`src/hw/rtl/assert_macros.svh`:
```
// Assertion macros for the RTL files.
`ifndef ASSERT_MACROS_SVH
`define ASSERT_MACROS_SVH

`ifndef SYNTHESIS

// Check prop on every rising edge outside reset.
`define ASSERT_CLK(lbl, clk, rst_n, prop, msg) \
  lbl: assert property (@(posedge clk) disable iff (!rst_n) (prop)) else $error(msg);

// Check that cond never holds on a rising edge outside reset.
`define ASSERT_NEVER(lbl, clk, rst_n, cond, msg) \
  lbl: assert property (@(posedge clk) disable iff (!rst_n) !(cond)) else $error(msg);

`else

`define ASSERT_CLK(lbl, clk, rst_n, prop, msg)
`define ASSERT_NEVER(lbl, clk, rst_n, cond, msg)

`endif

`endif

```
`src/hw/rtl/sha1_pkg.sv`:
```
// Types, constants and round functions of the SHA-1 hasher.
package sha1_pkg;

  typedef logic [31:0] word_t;
  typedef logic [6:0]  rnd_t;
  typedef logic [5:0]  pos_t;
  typedef logic [60:0] count_t;

  typedef enum logic [2:0] {
    S_IDLE,
    S_PAD,
    S_ROUND,
    S_FOLD,
    S_DONE
  } state_t;

  localparam int   ChainWords  = 5;
  localparam int   WindowWords = 16;
  localparam rnd_t RoundLast   = 7'd79;
  localparam rnd_t RoundWin    = 7'd16;
  localparam pos_t PosLast     = 6'd63;
  localparam pos_t PosLength   = 6'd56;
  localparam logic [7:0] PadMark = 8'h80;

  localparam word_t HInit [ChainWords] = '{
    32'h67452301, 32'hEFCDAB89, 32'h98BADCFE, 32'h10325476, 32'hC3D2E1F0
  };

  function automatic word_t round_k(input rnd_t t);
    word_t k;
    case (t) inside
      [7'd0:7'd19]:  k = 32'h5A827999;
      [7'd20:7'd39]: k = 32'h6ED9EBA1;
      [7'd40:7'd59]: k = 32'h8F1BBCDC;
      default:       k = 32'hCA62C1D6;
    endcase
    return k;
  endfunction

  function automatic word_t round_f(input rnd_t t, input word_t b, input word_t c,
                                    input word_t d);
    word_t f;
    case (t) inside
      [7'd0:7'd19]:  f = (b & c) | (~b & d);
      [7'd40:7'd59]: f = (b & c) | (b & d) | (c & d);
      default:       f = b ^ c ^ d;
    endcase
    return f;
  endfunction

endpackage

```
`src/hw/rtl/sha1_stream_hasher.sv`:
```
// SHA-1 stream hasher: byte input, padding and 160-bit digest output.
//
//   channel | ports                                   | direction
//   --------+-----------------------------------------+----------
//   in      | in_valid, in_stall, in_data_byte,       | in
//           | in_byte_valid, in_last                  |
//   out     | out_valid, out_stall, out_hash_word_0..4| out
//
// A byte that does not finish a block leaves the hasher idle for the next
// byte. A byte that finishes a block starts compression: one round per cycle
// through the single round adder, then a fold into the chaining words. A last
// item adds pad bytes (to 64 or 128 bytes total), runs the same compression
// per padded block and loads the digest register. Reset (rst_n low) loads
// the initial chaining words and clears the count. The digest waits in its
// output register while out_stall is high; the next message streams in.
`include "assert_macros.svh"

module sha1_stream_hasher (
  input  logic        clk,
  input  logic        rst_n,
  input  logic        in_valid,
  output logic        in_stall,
  input  logic [7:0]  in_data_byte,
  input  logic        in_byte_valid,
  input  logic        in_last,
  output logic        out_valid,
  input  logic        out_stall,
  output logic [31:0] out_hash_word_0,
  output logic [31:0] out_hash_word_1,
  output logic [31:0] out_hash_word_2,
  output logic [31:0] out_hash_word_3,
  output logic [31:0] out_hash_word_4
);

  sha1_pkg::state_t state_r, state_nxt;
  sha1_pkg::rnd_t   rnd_r, rnd_nxt;
  sha1_pkg::pos_t   pos_r, pos_nxt;
  sha1_pkg::count_t cnt_r, cnt_nxt, cnt_after;
  sha1_pkg::word_t  chain_r [sha1_pkg::ChainWords];
  sha1_pkg::word_t  chain_nxt [sha1_pkg::ChainWords];
  sha1_pkg::word_t  v_r [sha1_pkg::ChainWords];
  sha1_pkg::word_t  v_nxt [sha1_pkg::ChainWords];
  sha1_pkg::word_t  win_r [sha1_pkg::WindowWords];
  sha1_pkg::word_t  win_nxt [sha1_pkg::WindowWords];
  sha1_pkg::word_t  hash_r [sha1_pkg::ChainWords];
  sha1_pkg::word_t  hash_nxt [sha1_pkg::ChainWords];
  logic [23:0]      acc_r, acc_nxt;
  logic [63:0]      len_r, len_nxt;
  logic             pad_r, pad_nxt;
  logic             first_r, first_nxt;
  logic             lenph_r, lenph_nxt;
  logic             fin_r, fin_nxt;
  logic             out_valid_r, out_valid_nxt;

  logic             push;
  logic [7:0]       push_byte;
  logic             shift_win;
  sha1_pkg::word_t  shift_word;
  sha1_pkg::word_t  sched_w;
  sha1_pkg::word_t  round_sum;
  logic             len_byte;

  assign in_stall        = (state_r != sha1_pkg::S_IDLE);
  assign out_valid       = out_valid_r;
  assign out_hash_word_0 = hash_r[0];
  assign out_hash_word_1 = hash_r[1];
  assign out_hash_word_2 = hash_r[2];
  assign out_hash_word_3 = hash_r[3];
  assign out_hash_word_4 = hash_r[4];

  // Message schedule and the shared round adder.
  always_comb begin
    if (rnd_r < sha1_pkg::RoundWin) begin
      sched_w = win_r[0];
    end else begin
      sched_w = win_r[13] ^ win_r[8] ^ win_r[2] ^ win_r[0];
      sched_w = {sched_w[30:0], sched_w[31]};
    end
    round_sum = {v_r[0][26:0], v_r[0][31:27]}
              + sha1_pkg::round_f(rnd_r, v_r[1], v_r[2], v_r[3])
              + v_r[4] + sha1_pkg::round_k(rnd_r) + sched_w;
  end

  always_comb begin
    state_nxt     = state_r;
    rnd_nxt       = rnd_r;
    pos_nxt       = pos_r;
    cnt_nxt       = cnt_r;
    chain_nxt     = chain_r;
    v_nxt         = v_r;
    win_nxt       = win_r;
    hash_nxt      = hash_r;
    acc_nxt       = acc_r;
    len_nxt       = len_r;
    pad_nxt       = pad_r;
    first_nxt     = first_r;
    lenph_nxt     = lenph_r;
    fin_nxt       = fin_r;
    out_valid_nxt = out_valid_r;
    push          = 1'b0;
    push_byte     = 8'h00;
    shift_win     = 1'b0;
    shift_word    = sched_w;
    len_byte      = 1'b0;
    cnt_after     = in_byte_valid ? cnt_r + 61'd1 : cnt_r;

    if (out_valid_r && !out_stall) begin
      out_valid_nxt = 1'b0;
    end

    case (state_r)
      sha1_pkg::S_IDLE: begin
        if (in_valid) begin
          if (in_byte_valid) begin
            push      = 1'b1;
            push_byte = in_data_byte;
            cnt_nxt   = cnt_after;
          end
          if (in_last) begin
            pad_nxt   = 1'b1;
            first_nxt = 1'b1;
            lenph_nxt = 1'b0;
            fin_nxt   = 1'b0;
            len_nxt   = {cnt_after, 3'b000};
          end
          if (in_byte_valid && pos_r == sha1_pkg::PosLast) begin
            state_nxt = sha1_pkg::S_ROUND;
          end else if (in_last) begin
            state_nxt = sha1_pkg::S_PAD;
          end
        end
      end
      sha1_pkg::S_PAD: begin
        push      = 1'b1;
        first_nxt = 1'b0;
        len_byte  = !first_r && (lenph_r || pos_r == sha1_pkg::PosLength);
        if (first_r) begin
          push_byte = sha1_pkg::PadMark;
        end else if (len_byte) begin
          push_byte = len_r[63:56];
          len_nxt   = {len_r[55:0], 8'h00};
          lenph_nxt = 1'b1;
          if (pos_r == sha1_pkg::PosLast) begin
            fin_nxt = 1'b1;
          end
        end
        if (pos_r == sha1_pkg::PosLast) begin
          state_nxt = sha1_pkg::S_ROUND;
        end
      end
      sha1_pkg::S_ROUND: begin
        shift_win = 1'b1;
        v_nxt[0]  = round_sum;
        v_nxt[1]  = v_r[0];
        v_nxt[2]  = {v_r[1][1:0], v_r[1][31:2]};
        v_nxt[3]  = v_r[2];
        v_nxt[4]  = v_r[3];
        rnd_nxt   = rnd_r + 7'd1;
        if (rnd_r == sha1_pkg::RoundLast) begin
          state_nxt = sha1_pkg::S_FOLD;
        end
      end
      sha1_pkg::S_FOLD: begin
        for (int i = 0; i < sha1_pkg::ChainWords; i++) begin
          chain_nxt[i] = chain_r[i] + v_r[i];
        end
        if (!pad_r) begin
          state_nxt = sha1_pkg::S_IDLE;
        end else if (fin_r) begin
          state_nxt = sha1_pkg::S_DONE;
        end else begin
          state_nxt = sha1_pkg::S_PAD;
        end
      end
      sha1_pkg::S_DONE: begin
        // Hold the digest until the output register is free.
        if (!out_valid_r || !out_stall) begin
          hash_nxt      = chain_r;
          out_valid_nxt = 1'b1;
          chain_nxt     = sha1_pkg::HInit;
          cnt_nxt       = '0;
          pad_nxt       = 1'b0;
          fin_nxt       = 1'b0;
          lenph_nxt     = 1'b0;
          state_nxt     = sha1_pkg::S_IDLE;
        end
      end
      default: begin
        state_nxt = sha1_pkg::S_IDLE;
      end
    endcase

    // Byte entry: gather four bytes into a word, push it into the window.
    if (push) begin
      pos_nxt = pos_r + 6'd1;
      acc_nxt = {acc_r[15:0], push_byte};
      if (pos_r[1:0] == 2'd3) begin
        shift_win  = 1'b1;
        shift_word = {acc_r, push_byte};
      end
      if (pos_r == sha1_pkg::PosLast) begin
        v_nxt   = chain_r;
        rnd_nxt = '0;
      end
    end

    if (shift_win) begin
      for (int i = 0; i < sha1_pkg::WindowWords - 1; i++) begin
        win_nxt[i] = win_r[i + 1];
      end
      win_nxt[sha1_pkg::WindowWords - 1] = shift_word;
    end
  end

  always_ff @(posedge clk) begin
    if (!rst_n) begin
      state_r     <= sha1_pkg::S_IDLE;
      rnd_r       <= '0;
      pos_r       <= '0;
      cnt_r       <= '0;
      chain_r     <= sha1_pkg::HInit;
      pad_r       <= 1'b0;
      first_r     <= 1'b0;
      lenph_r     <= 1'b0;
      fin_r       <= 1'b0;
      out_valid_r <= 1'b0;
    end else begin
      state_r     <= state_nxt;
      rnd_r       <= rnd_nxt;
      pos_r       <= pos_nxt;
      cnt_r       <= cnt_nxt;
      chain_r     <= chain_nxt;
      pad_r       <= pad_nxt;
      first_r     <= first_nxt;
      lenph_r     <= lenph_nxt;
      fin_r       <= fin_nxt;
      out_valid_r <= out_valid_nxt;
    end
  end

  always_ff @(posedge clk) begin
    v_r    <= v_nxt;
    win_r  <= win_nxt;
    hash_r <= hash_nxt;
    acc_r  <= acc_nxt;
    len_r  <= len_nxt;
  end

  `ASSERT_CLK(a_round_on_boundary, clk, rst_n, (state_r == sha1_pkg::S_ROUND && rnd_r == '0) |-> (pos_r == '0), "compression started off a block boundary")
  `ASSERT_CLK(a_fold_after_last_round, clk, rst_n, (state_r == sha1_pkg::S_FOLD) |-> ($past(state_r == sha1_pkg::S_ROUND) && $past(rnd_r == sha1_pkg::RoundLast)), "fold without a full set of rounds")
  `ASSERT_CLK(a_digest_from_done, clk, rst_n, $rose(out_valid_r) |-> $past(state_r == sha1_pkg::S_DONE), "digest loaded outside the done state")
  `ASSERT_NEVER(a_pad_empty_block, clk, rst_n, (state_r == sha1_pkg::S_DONE) && (pos_r != '0 || !lenph_r), "digest taken before the length block finished")

endmodule
```
`config.mk`:
```
export PLATFORM = sky130hd
export DESIGN_NAME = sha1_stream_hasher
export DESIGN_NICKNAME = d
export VERILOG_FILES = /design/src/hw/rtl/sha1_pkg.sv /design/src/hw/rtl/sha1_stream_hasher.sv
export VERILOG_INCLUDE_DIRS = /design/src /design/src/hw/rtl
export SDC_FILE = /design/constraint.sdc
export NUM_CORES = 2
export LEC_CHECK = 0
export ABC_AREA = 1
export BUFFER_PORTS_ARGS = -buffer_cell sky130_fd_sc_hd__buf_2
export CELL_PAD_IN_SITES_DETAIL_PLACEMENT = 2
export CELL_PAD_IN_SITES_GLOBAL_PLACEMENT = 2
export CORE_MARGIN = 2
export CORE_UTILIZATION = 37
export DETAILED_ROUTE_END_ITERATION = 10
export PLACE_DENSITY_LB_ADDON = 0.3
export SETUP_SLACK_MARGIN = 0.05
export SYNTH_ARGS = -nofsm -noshare
export SYNTH_HDL_FRONTEND = slang
export SYNTH_SLANG_ARGS = --single-unit
```
`constraint.sdc`:
```
create_clock -name clk -period 13.2 [get_ports clk]
set_input_delay 0.66 -clock clk [delete_from_list [all_inputs] [get_ports clk]]
set_output_delay 0.66 -clock clk [all_outputs]
set_load 0.02 [all_outputs]
```
==> flow_metrics.py <==
metrics = {
    "run_status": {
        "status": "complete, but fails checks",
        "violations": "max-capacitance violations, max-slew violations",
    },
    "yosys": {
        "ys_seq_area_share_pct": 53.5,
        "synth_edf_count": 757,
        "ys_ff_latch": 1159,
        "synth_cell_types": 66,
        "synthFlopType": "edfxtp_1",
        "synth_area_um2": 57500,
        "syn_avg_cell_area_um2": 9.41,
        "synth_area_leader_cell": "edfxtp_1",
        "syn-num-nets": 6450,
        "syn_inst": 6113,
        "ys_async_sr_fraction_pct": 0,
        "synth_top_area_share_pct": 39.5,
        "synth_area_leaders": "edfxtp_1 (40%), dfxtp_1 (14%), nand2_1 (9.3%)",
        "yosysWarnings": 0,
    },
    "power": {
        "sw_frac_of_total_pct": 50.0,
        "p_per_area_nw_per_um2": 324,
        "ir_drop_mv": 0.279,
        "intPower_uw": 10500,
        "clkPwrFrac_pct": 18.2,
        "p_leak_uw": 0.0259,
        "combPwrFrac_pct": 51.9,
        "seq_power_share_pct": 30.0,
        "p_sw_uw": 10500,
    },
    "worst_setup_path": {
        "start_kind": "flop",
        "cp_max_fo": 55,
        "path_cells": "inv_2, nand2_2, buf_4, clkinv_1, o21ai_0, fa_1, fa_1, fa_1, inv_1, ha_1, inv_1, nor3_1, nand2_1, nor3_1, nand2_1, o211ai_1, nand3_1, nand3_1, a21oi_1",
        "startpoint": "rnd_r[4]",
        "critPathArrivalTime_ns": 7.42,
        "critPathMaxStageDelay_ns": 1.29,
        "crit_path_end_kind": "flop",
        "reg2reg_depth": 19,
        "r2r_end": "v_r[159]",
        "worstSetupPathType": "reg2reg",
        "critPathCapture": "v_r[159]",
        "required_ns": 13.91,
        "r2r_slack_ns": 6.49,
        "reg2reg_from": "rnd_r[4]",
        "critPathSlowestCell": "o21ai_0",
        "crit_path_frequent_cell": "fa_1",
    },
    "placement": {
        "gp_congestion": 0.937,
        "hpwlAfterDp_um": 179000,
        "port_buffers": 175,
    },
    "sta": {
        "hold_violations": 0,
        "max-slew-margin-rel_pct": -8.25,
        "fmax_ghz": 0.149,
        "period_needed_ns": 6.71,
        "tns_ns": 0,
        "drv_slew": 6,
        "period_share_pct": 50.8,
        "setup-violations-final": 0,
        "finClkSkew_ns": 0.0572,
        "rsz0062_at_grt": "false",
        "worst_pin_slew_ns": 1.61,
    },
    "die": {
        "fp.coreArea_um2": 154000,
        "die_x_um": 398,
        "die_h_um": 398,
        "pin_count": 176,
        "dieArea_um2": 159000,
        "num_rows": 144,
        "start_util_pct": 37.3,
    },
    "worst_hold_path": {
        "hold_path_class": "in2reg",
    },
    "routing": {
        "postRouteAntennaNets": 0,
        "via_per_inst": 5.72,
        "drc": 0,
        "drt-total-wl_um": 250000,
        "drt_first_pass_iters": 6,
        "drt_iter0_markers": 4302,
        "via_count": 48469,
        "routedWlPerCell_um": 29.5,
    },
    "global_routing": {
        "grt_pass1_vias": 51844,
        "grt_max_degree": 212,
        "overflow": 0,
        "gr-usage-all-layers_pct": 31.2,
        "antenna_found_initial": 14,
        "grt_pass1_wl_um": 361000,
    },
    "clock_tree": {
        "hold_buffers": 0,
        "cts_tree": "built",
        "clkLatencyLatePin_ns": 0.82,
        "cts_max_path_buffers": 3,
        "clk_pin_slew_ns": 0.06,
        "post_cts_resized": 0,
        "clkSinkCount": 1159,
        "cts_inserted_buffers": 135,
        "htree_levels": 4,
        "cts_setup_buffers": 0,
        "root_buffer": "clkbuf_16",
    },
    "final_layout": {
        "syn2layout_area_growth_pct": 13.1,
        "drive_above_1_share_pct": 8.13,
        "final_nets": 6642,
        "final_util_pct": 42.2,
    },
    "run": {
        "cap_viol_max_count": 2,
    },
}
[cell usage in the layout (no fill, tap or decap), types with 43 or more instances in the layout]
| master | n |
|---|---|
| nand4_1 | 63 |
| clkbuf_16 | 137 |
| nand2_1 | 1430 |
| fa_1 | 125 |
| a21oi_1 | 477 |
| nor3_1 | 48 |
| edfxtp_1 | 757 |
| a31oi_1 | 145 |
| inv_1 | 635 |
| ha_1 | 198 |
| o21ai_1 | 43 |
| nor2_1 | 469 |
| nand3_1 | 272 |
| dfxtp_1 | 402 |
| xor2_1 | 68 |
| o21ai_0 | 352 |
| buf_4 | 55 |
| xnor2_1 | 125 |
| buf_2 | 174 |
[synth_stat cells, types with 25 or more instances]
library cell,count
o211ai_1,30
dfxtp_1,402
buf_6,25
buf_2,26
o21ai_0,361
xnor2_1,125
edfxtp_1,757
a21o_1,27
fa_1,125
o21ai_1,34
nor3_1,48
or2_2,26
nor2_1,472
inv_1,635
clkbuf_1,120
xor2_1,68
nand3_1,272
o21bai_1,25
a21oi_1,477
a31oi_1,145
nand4_1,63
ha_1,198
nand2_1,1433
[worst max-delay path, delay by kind of cell, from the launching register on]
kind	cells	cell delay, ns
compound gates	3	1.46
fa+ha+maj	4	2.18
buf+inv	5	1.31
flops	1	0.62
simple gates	7	1.03
[stage by stage]
stage	hold slack [ns]	instances	area [um^2]	total power [uW]	worst slack (ns)
after floorplan	0.400	6113	57600	12200	4.49
after global placement	0.400	8202	60600	15400	7.46
after detailed placement	0.405	8202	60600	16500	7.02
after CTS	0.110	8453	65000	20600	6.75
after global routing	0.141	8464	65100	22100	6.46
final	0.141	8472	65100	21100	6.49
[how the worst min path moves through the flow]
| stage | start | endpoint | slack, ns | cells after the start |
|---|---|---|---|---|
| floorplan | win_r[96] | win_r[128] | 0.40 | 0 |
| global placement | win_r[269] | win_r[301] | 0.40 | 0 |
| detailed placement | win_r[279] | win_r[311] | 0.41 | 0 |
| CTS | out_stall | out_valid | 0.11 | 3 |
| global route | out_stall | out_valid | 0.14 | 3 |
| finish | out_stall | out_valid | 0.14 | 3 |
[registers in the layout, summed over array words and instances, names as in the netlist, 3 cells and up]
name,count
out_hash_word_4,32
v_r,160
win_r,512
state_r,3
cnt_r,61
chain_r,160
rnd_r,7
len_r,61
out_hash_word_2,32
out_hash_word_1,32
pos_r,6
out_hash_word_0,32
acc_r,24
out_hash_word_3,32
[cell type report]
cell class                 instances  area (um^2)
inverter                         658         2490
clock buffer                     170         3600
timing repair buffer             239         1420
multi-input combinational       4112        23400
clock inverter                    81          803
fill                           16814        89100
sequential                      1159        30800
tap                             2044         2560
antenna                            9         22.5
[routing by layer]
layer,global-route usage (%),up-vias,share of wire [%]
met2,49.9,1796,46
li1,-,21138,-
met4,16.8,10,6.7
met3,6.98,748,7.0
met1,39.3,24777,41
met5,0,-,0.027
[logic make-up (layout without fill, tap and decap cells)]
| family | after synthesis | after routing | synth area share [%] |
|---|---|---|---|
| AO/OA/AOI/OAI | 1201 | 1201 | 11.7 |
| XOR/XNOR | 194 | 194 | 2.97 |
| adder cells (fa/ha/maj) | 323 | 323 | 8.65 |
| buffers and inverters | 842 | 1148 | 5.92 |
| flip-flops | 1159 | 1159 | 53.5 |
| multiplexers | 1 | 1 | 0.0174 |
| other | 0 | 9 | 0 |
| AND/OR/NAND/NOR | 2393 | 2393 | 17.3 |
[power by group through the flow]
| stage | Clock [uW] | Sequential [uW] | Combinational [uW] |
|---|---|---|---|
| floorplan | 0 | 5690 | 6490 |
| global placement | 0 | 6060 | 9380 |
| detailed placement | 0 | 6280 | 10200 |
| CTS | 3870 | 6250 | 10500 |
| global route | 4010 | 6330 | 11700 |
| finish | 3830 | 6310 | 10900 |
Note: power is estimated with default switching activity, not from simulation.
